File: src/rtl/wdct_pkg.sv
// Shared definitions for the windowed distinct-contact tracker.
// Holds field widths, register indexes, reset values, the sequencer state type
// and the window age test. It depends on nothing else.
package wdct_pkg;

	localparam int TIME_BITS     = 32;
	localparam int WIN_BITS      = 16;
	localparam int QMIN_BITS     = 2;
	localparam int CFG_IDX_BITS  = 1;
	localparam int CFG_DATA_BITS = 16;

	localparam logic [CFG_IDX_BITS-1:0] REG_WINDOW = 1'b0;
	localparam logic [CFG_IDX_BITS-1:0] REG_QMIN   = 1'b1;

	localparam logic [WIN_BITS-1:0]  WINDOW_RESET = 16'd240;
	localparam logic [QMIN_BITS-1:0] QMIN_RESET   = 2'd2;

	localparam logic MODE_NOTE  = 1'b0;
	localparam logic MODE_QUERY = 1'b1;

	typedef enum logic [2:0] {
		ST_IDLE,
		ST_SCAN,
		ST_CHECK,
		ST_WRITE,
		ST_FIN
	} state_t;

	// Status from the row scan to the sequencer.
	typedef struct packed {
		logic done;
		logic found;
	} scan_stat_t;

	// True when the age now - last exceeds the window. The sum is one bit wider
	// so that it never wraps; a time that went backwards counts as fresh.
	function automatic logic too_old(input logic [TIME_BITS-1:0] now,
	                                 input logic [TIME_BITS-1:0] last,
	                                 input logic [WIN_BITS-1:0] win);
		logic [TIME_BITS:0] lim;
		lim = {1'b0, last} + (TIME_BITS+1)'(win);
		return ({1'b0, now} > lim);
	endfunction

endpackage

File: src/rtl/wdct_if.sv
// Valid/ready channel interfaces for requests and results of the tracker.
// Depends on wdct_pkg for the time field width.
interface wdct_req_if #(
	parameter int KEY_BITS = 48
) ();
	logic                           valid;
	logic                           ready;
	logic                           mode;
	logic [KEY_BITS-1:0]            station_key;
	logic [KEY_BITS-1:0]            addressee_key;
	logic [wdct_pkg::TIME_BITS-1:0] now_seconds;

	modport source (output valid, mode, station_key, addressee_key, now_seconds,
	                input ready);
	modport sink (input valid, mode, station_key, addressee_key, now_seconds,
	              output ready);
endinterface

interface wdct_rsp_if ();
	logic valid;
	logic ready;
	logic is_queue;
	logic became_queue;

	modport source (output valid, is_queue, became_queue, input ready);
	modport sink (input valid, is_queue, became_queue, output ready);
endinterface

File: src/rtl/wdct_ram.sv
// Generic single-port-write, single-port-read RAM with a registered read.
// No dependencies.
module wdct_ram #(
	parameter int WIDTH = 8,
	parameter int DEPTH = 4
) (
	input  logic                                  clk,
	input  logic                                  we,
	input  logic [(DEPTH > 1 ? $clog2(DEPTH) : 1)-1:0] waddr,
	input  logic [WIDTH-1:0]                      wdata,
	input  logic                                  re,
	input  logic [(DEPTH > 1 ? $clog2(DEPTH) : 1)-1:0] raddr,
	output logic [WIDTH-1:0]                      rdata
);

	logic [WIDTH-1:0] mem_q [DEPTH];

	always_ff @(posedge clk) begin
		if (we) begin
			mem_q[waddr] <= wdata;
		end
		if (re) begin
			rdata <= mem_q[raddr];
		end
	end

endmodule

File: src/rtl/wdct_row_scan.sv
// Row scan: reads every row of the row RAM in turn, finds the station's row
// and the oldest row, and keeps the per-row valid bits. Depends on wdct_pkg.
module wdct_row_scan #(
	parameter int ROWS     = 6,
	parameter int KEY_BITS = 48,
	parameter int CW       = 2
) (
	input  logic                                 clk,
	input  logic                                 arst_n,
	input  logic                                 start,
	input  logic [KEY_BITS-1:0]                  key,
	input  logic                                 wr_mark,
	input  logic [(ROWS > 1 ? $clog2(ROWS) : 1)-1:0] wr_idx,
	input  logic [KEY_BITS-1:0]                  ram_station,
	input  logic [CW-1:0]                        ram_count,
	input  logic [wdct_pkg::TIME_BITS-1:0]       ram_time,
	output logic                                 rd_en,
	output logic [(ROWS > 1 ? $clog2(ROWS) : 1)-1:0] rd_addr,
	output wdct_pkg::scan_stat_t                 stat,
	output logic [(ROWS > 1 ? $clog2(ROWS) : 1)-1:0] sel_idx,
	output logic [CW-1:0]                        sel_count,
	output logic [wdct_pkg::TIME_BITS-1:0]       sel_time
);

	localparam int IW = (ROWS > 1) ? $clog2(ROWS) : 1;
	localparam int NW = $clog2(ROWS + 1);
	localparam int TB = wdct_pkg::TIME_BITS;
	localparam logic [IW-1:0] LAST_IDX  = IW'(ROWS - 1);
	localparam logic [NW-1:0] LAST_ISSUE = NW'(ROWS - 1);

	logic              act_q;
	logic [NW-1:0]     issue_q;
	logic              cmp_vld_s1;
	logic [IW-1:0]     cmp_idx_s1;
	logic [ROWS-1:0]   valid_q;
	logic              found_q;
	logic              done_q;
	logic [IW-1:0]     fnd_idx_q;
	logic [CW-1:0]     fnd_cnt_q;
	logic [TB-1:0]     fnd_time_q;
	logic [IW-1:0]     old_idx_q;
	logic [TB-1:0]     old_time_q;

	logic [KEY_BITS-1:0] row_station;
	logic [CW-1:0]       row_count;
	logic [TB-1:0]       row_time;
	logic                hit;
	logic                older;

	assign rd_en   = act_q;
	assign rd_addr = issue_q[IW-1:0];

	// A row never written since reset reads as empty.
	always_comb begin
		row_station = valid_q[cmp_idx_s1] ? ram_station : '0;
		row_count   = valid_q[cmp_idx_s1] ? ram_count : '0;
		row_time    = valid_q[cmp_idx_s1] ? ram_time : '0;
		hit         = cmp_vld_s1 && !found_q && (row_station == key);
		older       = (cmp_idx_s1 == '0) || (row_time < old_time_q);
	end

	always_ff @(posedge clk or negedge arst_n) begin
		if (!arst_n) begin
			act_q      <= 1'b0;
			issue_q    <= '0;
			cmp_vld_s1 <= 1'b0;
			valid_q    <= '0;
			found_q    <= 1'b0;
			done_q     <= 1'b0;
		end else begin
			cmp_vld_s1 <= rd_en;
			done_q     <= cmp_vld_s1 && (cmp_idx_s1 == LAST_IDX);
			if (start) begin
				act_q   <= 1'b1;
				issue_q <= '0;
				found_q <= 1'b0;
			end else if (rd_en) begin
				issue_q <= issue_q + NW'(1);
				if (issue_q == LAST_ISSUE) begin
					act_q <= 1'b0;
				end
			end
			if (hit) begin
				found_q <= 1'b1;
			end
			if (wr_mark) begin
				valid_q[wr_idx] <= 1'b1;
			end
		end
	end

	always_ff @(posedge clk) begin
		cmp_idx_s1 <= rd_addr;
		if (hit) begin
			fnd_idx_q  <= cmp_idx_s1;
			fnd_cnt_q  <= row_count;
			fnd_time_q <= row_time;
		end
		if (cmp_vld_s1 && older) begin
			old_idx_q  <= cmp_idx_s1;
			old_time_q <= row_time;
		end
	end

	// A claimed row starts out cleared.
	always_comb begin
		stat.done  = done_q;
		stat.found = found_q;
		sel_idx    = found_q ? fnd_idx_q : old_idx_q;
		sel_count  = found_q ? fnd_cnt_q : '0;
		sel_time   = found_q ? fnd_time_q : '0;
	end

endmodule

File: src/rtl/windowed_distinct_contact_tracker.sv
// Windowed distinct-contact tracker, top level: sequencer, config and result register.
// The row scan (one row RAM read a cycle) and, for a note with a stored history, the
// addressee check (one a cycle) do the work; a zero station key, or a note with a zero
// addressee key, skips both. One request is in work at a time. Reset clears the
// sequencer, valid bits and result register at once; the addressee RAM is not cleared
// and needs no clearing pass. Depends on wdct_pkg, wdct_if, wdct_ram, wdct_row_scan.
module windowed_distinct_contact_tracker #(
	parameter int ROWS          = 6,
	parameter int ADDRS_PER_ROW = 3,
	parameter int KEY_BITS      = 48
) (
	input  logic                                 clk,
	input  logic                                 arst_n,
	input  logic                                 cfg_we,
	input  logic [wdct_pkg::CFG_IDX_BITS-1:0]    cfg_idx,
	input  logic [wdct_pkg::CFG_DATA_BITS-1:0]   cfg_data,
	wdct_req_if.sink                             req,
	wdct_rsp_if.source                           rsp
);

	localparam int TB    = wdct_pkg::TIME_BITS;
	localparam int IW    = (ROWS > 1) ? $clog2(ROWS) : 1;
	localparam int CW    = $clog2(ADDRS_PER_ROW + 1);
	localparam int ADEP  = ROWS * ADDRS_PER_ROW;
	localparam int AAW   = (ADEP > 1) ? $clog2(ADEP) : 1;
	localparam int CMPW  = (CW > wdct_pkg::QMIN_BITS) ? CW : wdct_pkg::QMIN_BITS;
	localparam int RWW   = KEY_BITS + CW + TB;
	localparam logic [CW-1:0] CNT_MAX = CW'(ADDRS_PER_ROW);

	wdct_pkg::state_t state_q, state_d;

	logic [wdct_pkg::WIN_BITS-1:0]  window_q;
	logic [wdct_pkg::QMIN_BITS-1:0] qmin_q;

	logic                mode_q;
	logic [KEY_BITS-1:0] st_q;
	logic [KEY_BITS-1:0] ad_q;
	logic [TB-1:0]       now_q;

	logic [IW-1:0]  row_idx_q;
	logic [CW-1:0]  cnt_q;
	logic [AAW-1:0] base_q;
	logic           dup_q;
	logic [CW-1:0]  chk_issue_q;
	logic           chk_vld_s1;
	logic           chk_last_s1;
	logic           res_isq_q;
	logic           res_bec_q;
	logic           out_valid_q;
	logic           out_isq_q;
	logic           out_bec_q;

	logic                 accept;
	logic                 noop;
	logic                 ready_c;
	logic                 scan_start;
	logic                 row_we;
	logic                 chk_rd_en;
	logic                 out_load;
	logic                 append;
	logic [CW-1:0]        new_cnt;
	logic                 sel_stale;
	logic [CW-1:0]        eff_cnt;
	logic                 q_hit;
	logic                 dup_hit;

	logic                   scan_rd_en;
	logic [IW-1:0]          scan_rd_addr;
	wdct_pkg::scan_stat_t   scan_stat;
	logic [IW-1:0]          sel_idx;
	logic [CW-1:0]          sel_count;
	logic [TB-1:0]          sel_time;
	logic [RWW-1:0]         row_rdata;
	logic [KEY_BITS-1:0]    adr_rdata;

	// Configuration registers.
	always_ff @(posedge clk or negedge arst_n) begin
		if (!arst_n) begin
			window_q <= wdct_pkg::WINDOW_RESET;
			qmin_q   <= wdct_pkg::QMIN_RESET;
		end else if (cfg_we) begin
			unique case (cfg_idx)
				wdct_pkg::REG_WINDOW: window_q <= cfg_data[wdct_pkg::WIN_BITS-1:0];
				wdct_pkg::REG_QMIN:   qmin_q   <= cfg_data[wdct_pkg::QMIN_BITS-1:0];
				default: ;
			endcase
		end
	end

	assign accept = req.valid && ready_c;
	assign noop   = (req.station_key == '0) ||
	                ((req.mode == wdct_pkg::MODE_NOTE) && (req.addressee_key == '0));

	// A stale history is forgotten only when the stored time is nonzero, but a
	// query treats every stored time as real.
	always_comb begin
		sel_stale = wdct_pkg::too_old(now_q, sel_time, window_q);
		eff_cnt   = ((sel_time != '0) && sel_stale) ? '0 : sel_count;
		q_hit     = scan_stat.found && !sel_stale &&
		            (CMPW'(sel_count) >= CMPW'(qmin_q));
		append    = !dup_q && (cnt_q < CNT_MAX);
		new_cnt   = cnt_q + CW'(append);
		dup_hit   = chk_vld_s1 && (adr_rdata == ad_q);
	end

	always_comb begin
		state_d = state_q;
		unique case (state_q)
			wdct_pkg::ST_IDLE: begin
				if (accept) begin
					state_d = noop ? wdct_pkg::ST_FIN : wdct_pkg::ST_SCAN;
				end
			end
			wdct_pkg::ST_SCAN: begin
				if (scan_stat.done) begin
					if (mode_q == wdct_pkg::MODE_QUERY) begin
						state_d = wdct_pkg::ST_FIN;
					end else if (eff_cnt == '0) begin
						state_d = wdct_pkg::ST_WRITE;
					end else begin
						state_d = wdct_pkg::ST_CHECK;
					end
				end
			end
			wdct_pkg::ST_CHECK: begin
				if (chk_vld_s1 && chk_last_s1) begin
					state_d = wdct_pkg::ST_WRITE;
				end
			end
			wdct_pkg::ST_WRITE: state_d = wdct_pkg::ST_FIN;
			wdct_pkg::ST_FIN: begin
				if (out_load) begin
					state_d = wdct_pkg::ST_IDLE;
				end
			end
			default: state_d = wdct_pkg::ST_IDLE;
		endcase
	end

	always_comb begin
		ready_c    = (state_q == wdct_pkg::ST_IDLE);
		scan_start = (state_q == wdct_pkg::ST_IDLE) && accept && !noop;
		chk_rd_en  = (state_q == wdct_pkg::ST_CHECK) && (chk_issue_q < cnt_q);
		row_we     = (state_q == wdct_pkg::ST_WRITE);
		out_load   = (state_q == wdct_pkg::ST_FIN) && (!out_valid_q || rsp.ready);
	end

	always_ff @(posedge clk or negedge arst_n) begin
		if (!arst_n) begin
			state_q     <= wdct_pkg::ST_IDLE;
			chk_vld_s1  <= 1'b0;
			out_valid_q <= 1'b0;
		end else begin
			state_q    <= state_d;
			chk_vld_s1 <= chk_rd_en;
			if (out_load) begin
				out_valid_q <= 1'b1;
			end else if (rsp.ready) begin
				out_valid_q <= 1'b0;
			end
		end
	end

	always_ff @(posedge clk) begin
		chk_last_s1 <= (chk_issue_q == (cnt_q - CW'(1)));
		if (accept) begin
			mode_q    <= req.mode;
			st_q      <= req.station_key;
			ad_q      <= req.addressee_key;
			now_q     <= req.now_seconds;
			res_isq_q <= 1'b0;
			res_bec_q <= 1'b0;
		end
		if ((state_q == wdct_pkg::ST_SCAN) && scan_stat.done) begin
			row_idx_q   <= sel_idx;
			cnt_q       <= eff_cnt;
			base_q      <= AAW'(sel_idx) * AAW'(ADDRS_PER_ROW);
			dup_q       <= 1'b0;
			chk_issue_q <= '0;
			res_isq_q   <= q_hit;
		end
		if (chk_rd_en) begin
			chk_issue_q <= chk_issue_q + CW'(1);
		end
		if (dup_hit) begin
			dup_q <= 1'b1;
		end
		if (row_we) begin
			res_isq_q <= (CMPW'(new_cnt) >= CMPW'(qmin_q));
			res_bec_q <= append && (CMPW'(new_cnt) == CMPW'(qmin_q));
		end
		if (out_load) begin
			out_isq_q <= res_isq_q;
			out_bec_q <= res_bec_q;
		end
	end

	assign req.ready        = ready_c;
	assign rsp.valid        = out_valid_q;
	assign rsp.is_queue     = out_isq_q;
	assign rsp.became_queue = out_bec_q;

	// Row RAM word: station key, addressee count, last-seen time.
	wdct_ram #(
		.WIDTH(RWW),
		.DEPTH(ROWS)
	) u_row_ram (
		.clk  (clk),
		.we   (row_we),
		.waddr(row_idx_q),
		.wdata({st_q, new_cnt, now_q}),
		.re   (scan_rd_en),
		.raddr(scan_rd_addr),
		.rdata(row_rdata)
	);

	wdct_ram #(
		.WIDTH(KEY_BITS),
		.DEPTH(ADEP)
	) u_adr_ram (
		.clk  (clk),
		.we   (row_we && append),
		.waddr(base_q + AAW'(cnt_q)),
		.wdata(ad_q),
		.re   (chk_rd_en),
		.raddr(base_q + AAW'(chk_issue_q)),
		.rdata(adr_rdata)
	);

	wdct_row_scan #(
		.ROWS    (ROWS),
		.KEY_BITS(KEY_BITS),
		.CW      (CW)
	) u_scan (
		.clk        (clk),
		.arst_n     (arst_n),
		.start      (scan_start),
		.key        (st_q),
		.wr_mark    (row_we),
		.wr_idx     (row_idx_q),
		.ram_station(row_rdata[RWW-1:CW+TB]),
		.ram_count  (row_rdata[CW+TB-1:TB]),
		.ram_time   (row_rdata[TB-1:0]),
		.rd_en      (scan_rd_en),
		.rd_addr    (scan_rd_addr),
		.stat       (scan_stat),
		.sel_idx    (sel_idx),
		.sel_count  (sel_count),
		.sel_time   (sel_time)
	);

endmodule

File: src/flat_wrapper.sv
// flat-port wrapper written by rule: the top's interface ports become plain ports
module windowed_distinct_contact_tracker_flat 
#(
	parameter int ROWS          = 6,
	parameter int ADDRS_PER_ROW = 3,
	parameter int KEY_BITS      = 48
)
  (clk, arst_n, cfg_we, cfg_idx, cfg_data, req_valid, req_mode, req_station_key, req_addressee_key, req_now_seconds, req_ready, rsp_valid, rsp_is_queue, rsp_became_queue, rsp_ready);
  wdct_req_if #(.KEY_BITS(KEY_BITS)) req_i ();
  wdct_rsp_if rsp_i ();
  input  logic clk;
  input  logic arst_n;
  input  logic cfg_we;
  input  logic [wdct_pkg::CFG_IDX_BITS-1:0] cfg_idx;
  input  logic [wdct_pkg::CFG_DATA_BITS-1:0] cfg_data;
  input wire logic [$bits(req_i.valid)-1:0] req_valid;
  input wire logic [$bits(req_i.mode)-1:0] req_mode;
  input wire logic [$bits(req_i.station_key)-1:0] req_station_key;
  input wire logic [$bits(req_i.addressee_key)-1:0] req_addressee_key;
  input wire logic [$bits(req_i.now_seconds)-1:0] req_now_seconds;
  output wire logic [$bits(req_i.ready)-1:0] req_ready;
  output wire logic [$bits(rsp_i.valid)-1:0] rsp_valid;
  output wire logic [$bits(rsp_i.is_queue)-1:0] rsp_is_queue;
  output wire logic [$bits(rsp_i.became_queue)-1:0] rsp_became_queue;
  input wire logic [$bits(rsp_i.ready)-1:0] rsp_ready;
  assign req_i.valid = req_valid;
  assign req_i.mode = req_mode;
  assign req_i.station_key = req_station_key;
  assign req_i.addressee_key = req_addressee_key;
  assign req_i.now_seconds = req_now_seconds;
  assign req_ready = req_i.ready;
  assign rsp_valid = rsp_i.valid;
  assign rsp_is_queue = rsp_i.is_queue;
  assign rsp_became_queue = rsp_i.became_queue;
  assign rsp_i.ready = rsp_ready;
  windowed_distinct_contact_tracker #(.ROWS(ROWS), .ADDRS_PER_ROW(ADDRS_PER_ROW), .KEY_BITS(KEY_BITS)) u_core (.clk(clk), .arst_n(arst_n), .cfg_we(cfg_we), .cfg_idx(cfg_idx), .cfg_data(cfg_data), .req(req_i), .rsp(rsp_i));
endmodule
File: config.mk
export PLATFORM = sky130hd
export DESIGN_NAME = windowed_distinct_contact_tracker_flat
export DESIGN_NICKNAME = d
export VERILOG_FILES = /design/src/rtl/wdct_pkg.sv /design/src/rtl/wdct_if.sv /design/src/rtl/wdct_ram.sv /design/src/rtl/wdct_row_scan.sv /design/src/rtl/windowed_distinct_contact_tracker.sv /design/src/flat_wrapper.sv
export SDC_FILE = /design/constraint.sdc
export NUM_CORES = 2
export LEC_CHECK = 0
export ABC_CLOCK_PERIOD_IN_PS = 20900
export BUFFER_PORTS_ARGS = -buffer_cell sky130_fd_sc_hd__buf_2
export CELL_PAD_IN_SITES_DETAIL_PLACEMENT = 2
export CELL_PAD_IN_SITES_GLOBAL_PLACEMENT = 2
export CORE_UTILIZATION = 30
export CTS_BUF_LIST = sky130_fd_sc_hd__clkbuf_2
export CTS_CLUSTER_SIZE = 14
export DETAILED_ROUTE_END_ITERATION = 12
export PLACE_DENSITY_LB_ADDON = 0.1
export SYNTH_ARGS = -nofsm -noshare
export SYNTH_HDL_FRONTEND = slang
export SYNTH_SLANG_ARGS = --single-unit
File: constraint.sdc
create_clock -name clk -period 20.9 [get_ports clk]
set_input_delay 3.135 -clock clk [delete_from_list [all_inputs] [get_ports clk]]
set_output_delay 3.135 -clock clk [all_outputs]
set_load 0.02 [all_outputs]
**Yosys cells after proc, flatten, opt, wreduce, memory -nomap -nowiden**

Memory sizes are Yosys's and may differ from the RTL's. A register that Yosys moved wholly into a read port is not among the register bits.
Index checks and enable logic that the tools add are counted.

- Input port bits: 151
- Memories: 2
- RAM bits: 1356
- Output and inout port bits: 4
- Register bits after elaboration: 258

- Magnitude comparators: 9
- $add $sub $neg: 7
- Bitwise operators: 3
- Multiplexer cells: 37
- Reductions and logical operators: 43
- Eq/ne operators: 14
- Multipliers: 1

Memories:

| memory | words | bits a word | rd ports | clocked after Yosys merged registers in | wr ports | line | source |
|---|---|---|---|---|---|---|---|
| u_core.u_adr_ram.mem_q | 18 | 48 | 1 | 1 | 1 | wdct_ram.sv:16 | `logic [WIDTH-1:0] mem_q [DEPTH];` |
| u_core.u_row_ram.mem_q | 6 | 82 | 1 | 1 | 1 | wdct_ram.sv:16 |  |

Operator list:

| operator | count |
|---|---|
| 48-bit == test | 2 |
| 48-bit logical NOT | 2 |
| 32-bit two-way mux | 2 |
| 48-bit two-way mux | 1 |
| 32-bit by 16-bit adder with 33-bit output | 1 |
| 32-bit by 33-bit > comparator with 1-bit output | 1 |
| 32-bit < comparator | 1 |
| 32-bit nonzero test | 1 |
| 3-bit two-way mux | 9 |
| 1-bit logical AND | 20 |
| 1-bit two-way mux | 18 |
| 3-bit case mux with 5 select lines | 1 |
| 5-bit by 2-bit adder with 5-bit output | 2 |
| 2-bit nonzero test | 5 |
| 3-bit == test (second input constant) | 3 |
| 3-bit by 4-bit < comparator with 1-bit output (second input constant) | 2 |
| 2-bit two-way mux | 4 |
| 3-bit by 2-bit == test with 1-bit output (second input constant) | 2 |
| 3-bit logical NOT | 2 |
| 2-bit by 1-bit != test with 1-bit output (second input constant) | 3 |
| 6-bit OR | 1 |
| 1-bit logical NOT | 5 |
| 3-bit by 2-bit multiplier with 5-bit output (second input constant) | 1 |
| 2-bit == test | 2 |
| 18 further kinds | 23 |

**Logic depth before layout (Yosys ltp)**

- Depth in word-level cells: 10
- Mapped depth: 21

**Hierarchy**

From an unflattened synthesis, not the netlist that was laid out.

- Cell total of the unflattened synthesis: 3738
- Area, all modules: 69495.4 µm²

Modules (own cells, without submodules):

| module | cells each | instances | area an instance (µm²) |
|---|---|---|---|
| wdct_ram (u_core.u_adr_ram) | 1559 | 1 | 34528.1 |
| wdct_ram (u_core.u_row_ram) | 1050 | 1 | 21323.0 |
| windowed_distinct_contact_tracker | 645 | 1 | 8503.2 |
| wdct_row_scan | 484 | 1 | 5141.2 |

**Worst setup path before layout**

OpenSTA, ideal clock, no wires.

- Path type: register to register
- Start point: register u_core.state_q[2]
- End point: register u_core.u_scan.valid_q[1]
- Period minus slack after synthesis: 10.199 ns
- Setup slack: 10.701 ns
- Path buffers: 1
- Data arrival time: 10.081 ns
- Stages on the path, launching flop included: 5
- Path through: dfrtp_1 > clkbuf_1 > nand3b_1 > nor4b_1 > or2_2

- Longest elaborated chain between the ends: 1

Ends and longest elaborated chain:

| item | line | source |
|---|---|---|
| start: declaration | windowed_distinct_contact_tracker.sv:30 | `wdct_pkg::state_t state_q, state_d;` |
| start signal: assignment | windowed_distinct_contact_tracker.sv:150 | `state_q <= wdct_pkg::ST_IDLE;` |
| start signal: assignment | windowed_distinct_contact_tracker.sv:154 | `state_q <= state_d;` |
| 3-bit by 2-bit == test with 1-bit output | windowed_distinct_contact_tracker.sv:144 | `row_we = (state_q == wdct_pkg::ST_WRITE);` |
| end signal: assignment | wdct_row_scan.sv:67 | `valid_q <= '0;` |
| end signal: indexed assignment | wdct_row_scan.sv:87 | `valid_q[wr_idx] <= 1'b1;` |
| end: declaration | wdct_row_scan.sv:35 | `logic [ROWS-1:0] valid_q;` |

No other way between the ends.
A chain may end at the register's enable or synchronous reset.

**Worst setup path in the final report**

- Start point: register u_core.state_q[1]
- End point: output req_ready

- Longest elaborated chain between the ends: 1

Ends and longest elaborated chain:

| item | line | source |
|---|---|---|
| 3-bit logical NOT | windowed_distinct_contact_tracker.sv:141 | `ready_c = (state_q == wdct_pkg::ST_IDLE);` |
| end: declaration | flat_wrapper.sv:21 | `output wire logic [$bits(req_i.ready)-1:0] req_ready;` |

No other way between the ends.

==> flow_metrics.py <==
metrics = {
    "clock_network": {
        "cts_hold_buf": 0,
        "cts-root-buf": "clkbuf_2",
        "clk_latency_ns": 1.86,
        "clkTransAtPathRegs_ns": 0.09,
        "cts_max_level": 5,
        "cts_resized": 0,
        "max-clock-path-buffers": 4,
        "numCtsBuffers": 487,
        "cts_tree": "done",
        "cts_setup_buffers": 0,
        "cts.sink_count": 1743,
    },
    "final_layout": {
        "fillCellCount": 22453,
        "fin_nets": 4290,
        "final_common_cell": "edfxtp_1",
        "layout_common_cells": "1702 x edfxtp_1, 737 x clkbuf_2, 323 x mux4_2",
        "finish.utilization_pct": 34.3,
        "layout-drive-gt1-share_pct": 31.1,
        "syn2layout_area_growth_pct": 13.3,
    },
    "routing": {
        "viasPerCell": 4.78,
        "final_antenna_net_count": 0,
        "dr.first_iter.drc_count": 1888,
        "wl_per_cell_um": 26.3,
        "num_vias": 35504,
        "drt-total-wl_mm": 195,
        "post-route-drc-count": 0,
        "firstDrtPassIters": 5,
    },
    "logic_synthesis": {
        "syn-cell-area_mm2": 0.0684,
        "synth_seq_cells": 1743,
        "synthArstFlopShare_pct": 2.07,
        "muxShareOfSynthArea_pct": 12.9,
        "synthFlopType": "edfxtp_1",
        "synth_edf_count": 1702,
        "avgSynthCellArea_um2": 19.7,
        "yosysWarnings": 0,
        "synth_top_family_by_area": "multiplexers",
        "synth-simple-area-share_pct": 3.83,
        "ys_types": 63,
        "synth_compound_area_share_pct": 2.73,
        "synth_fp_nets": 3717,
        "ys_seq_area_share_pct": 76.2,
        "postSynthCellCount": 3467,
        "synth-xor-area-share_pct": 1.28,
        "synthAdderAreaFrac_pct": 1.86,
    },
    "floorplan": {
        "boundaryPins": 155,
        "rows": 174,
        "die_area_mm2": 0.230,
        "start_util_pct": 30.3,
        "dieWidth_um": 479,
        "fp.dieH_um": 479,
        "core_mm2": 0.226,
    },
    "power": {
        "p_clk_share_pct": 38.3,
        "worst_ir_drop_vdd_mv": 0.0520,
        "seq_power_share_pct": 59.3,
        "p_int_mw": 4.81,
        "combPwrFrac_pct": 2.4,
        "switchingPower_mw": 1.57,
        "swShare_pct": 24.6,
        "leakagePower_nw": 26.4,
        "p_per_area_mw_per_mm2": 82.4,
        "p_total_mw": 6.38,
    },
    "timing": {
        "hold_violations": 0,
        "setup_slack_ns": 14.60,
        "tightest_slew_ns": 1.23,
        "tns_ns": 0,
        "max_freq_ghz": 0.159,
        "slew_viol_final": 0,
        "rsz0062_at_grt": "no",
        "final-setup-viol-count": 0,
        "period_needed_ns": 6.30,
        "whs_ns": 0.438,
        "timing.final.crit_share_pct": 30.1,
        "maxSlewHeadroom_pct": 17.7,
        "skew_ns": 0.156,
    },
    "min_path": {
        "min_path_type": "reg -> reg",
    },
    "critical_path": {
        "startpoint_type": "flip-flop",
        "cp_data_required_time_ns": 17.77,
        "critical_path_arrival_ns": 3.16,
        "cp-end-kind": "output port",
        "crit_fanout": 12,
        "critPathKind": "reg -> out",
    },
    "grt": {
        "grt_pass1_wl_mm": 282,
        "grt_max_degree": 137,
        "grt-ovfl-total": 0,
        "grt_pass1_vias": 40113,
        "antenna_found_initial": 10,
        "grt_usage_pct": 17.0,
    },
    "placed_design": {
        "place.gp.congestion": 0.702,
        "dp_hpwl_mm": 109,
        "portBuffers": 154,
        "preCtsSetupSlack_ns": 14.89,
    },
    "run": {
        "cap_violations": 0,
    },
    "status": {
        "status": "complete, no violations",
    },
}
[kinds of logic after synthesis]
family | count (synthesis)
simple gates | 533
fa+ha+maj | 99
flops | 1743
mux | 476
xor+xnor | 100
buf+inv | 207
compound gates | 309
[state kept, by name, indices dropped and copies added, names as in the netlist, 5 cells and up]
name                      flops
u_core.u_scan.valid_q         6
u_core.u_row_ram.rdata       82
u_core.u_adr_ram.mem_q      864
u_core.u_scan.old_time_q     32
u_core.window_q              16
u_core.base_q                 5
u_core.u_adr_ram.rdata       48
u_core.ad_q                  48
u_core.st_q                  48
u_core.u_scan.fnd_time_q     32
u_core.now_q                 32
u_core.u_row_ram.mem_q      492
[per-stage QoR]
step / area (um^2) / instances
final: 77500 / 7420
after global routing: 77500 / 7417
after CTS: 77400 / 7405
after detailed placement: 73200 / 6543
after global placement: 73200 / 6543
after floorplan: 68400 / 3467
[critical path, stage by stage (launching register included)]
cell	delay [ns]
dfrtp_1	0.51
nor3_1	0.64
buf_2	0.29
[final timing paths]
check	start	to	slack (ns)	depth (start not counted)
min reg2reg	u_core.res_isq_q$_DFFE_PP_	u_core.rsp.is_queue$_DFFE_PP_	0.44	0
min	u_core.res_isq_q$_DFFE_PP_	u_core.rsp.is_queue$_DFFE_PP_	0.44	0
min in group asynchronous	arst_n	u_core.qmin_q[0]$_DFFE_PN0P_	1.39	2
max reg2reg	u_core.u_scan.found_q$_DFFE_PN0P_	u_core.state_q[0]$_DFFE_PN0P_	14.91	18
max in group asynchronous	arst_n	u_core.u_scan.rd_addr[2]$_DFFE_PN0P_	18.91	2
max	u_core.state_q[1]$_DFFE_PN0P_	req_ready	14.60	2
[synthesized netlist by cell type, types with 17 or more instances]
cell	number	area (um^2)
mux2_2	22	248
o21ai_0	83	415
dfrtp_1	31	776
nand2_1	108	405
mux4_2	323	7270
nor3_1	23	115
nor2b_1	50	313
nand4_1	30	188
mux2i_1	131	1310
inv_1	72	270
buf_2	19	95.1
buf_1	34	128
nor4_1	50	313
xnor2_1	68	596
edfxtp_1	1702	51100
and2_1	17	106
clkbuf_1	80	300
a21o_1	20	150
nor2_1	172	646
ha_1	95	1190
nand3_1	20	100
a21oi_1	120	601
xor2_1	32	280
nand2b_1	22	138
[power by group through the flow]
stage / clock (mW) / sequential (mW) / combinational [mW]
finish: 2.44 / 3.79 / 0.154
global placement: 0 / 3.87 / 0.154
floorplan: 0 / 3.86 / 0.0922
CTS: 2.58 / 3.79 / 0.158
global route: 2.74 / 3.79 / 0.172
detailed placement: 0 / 3.87 / 0.156
[cell type report]
| type | instances | area (um^2) | share of cell area, % |
|---|---|---|---|
| repair buffers | 219 | 1300 | 1.67 |
| well taps | 2992 | 3740 | 4.83 |
| flip-flops and latches | 1743 | 52100 | 67.3 |
| clock inverters | 125 | 571 | 0.736 |
| clock buffers | 737 | 3690 | 4.76 |
| diodes | 15 | 37.5 | 0.0485 |
| inverters | 72 | 278 | 0.359 |
| multi-input cells | 1517 | 15700 | 20.3 |
[per-layer routing]
| layer | share of wire, % | vias up | GRT usage (%) | routed length (um) |
|---|---|---|---|---|
| met5 | 0 | - | 0 | 0 |
| met4 | 2.2 | 0 | 5.26 | 4220 |
| met3 | 3.8 | 356 | 3.23 | 7360 |
| met2 | 49 | 770 | 28.4 | 96000 |
| met1 | 45 | 18873 | 22.3 | 87500 |
| li1 | - | 15505 | - | - |
No activity file was read; power rests on OpenSTA's default activity.
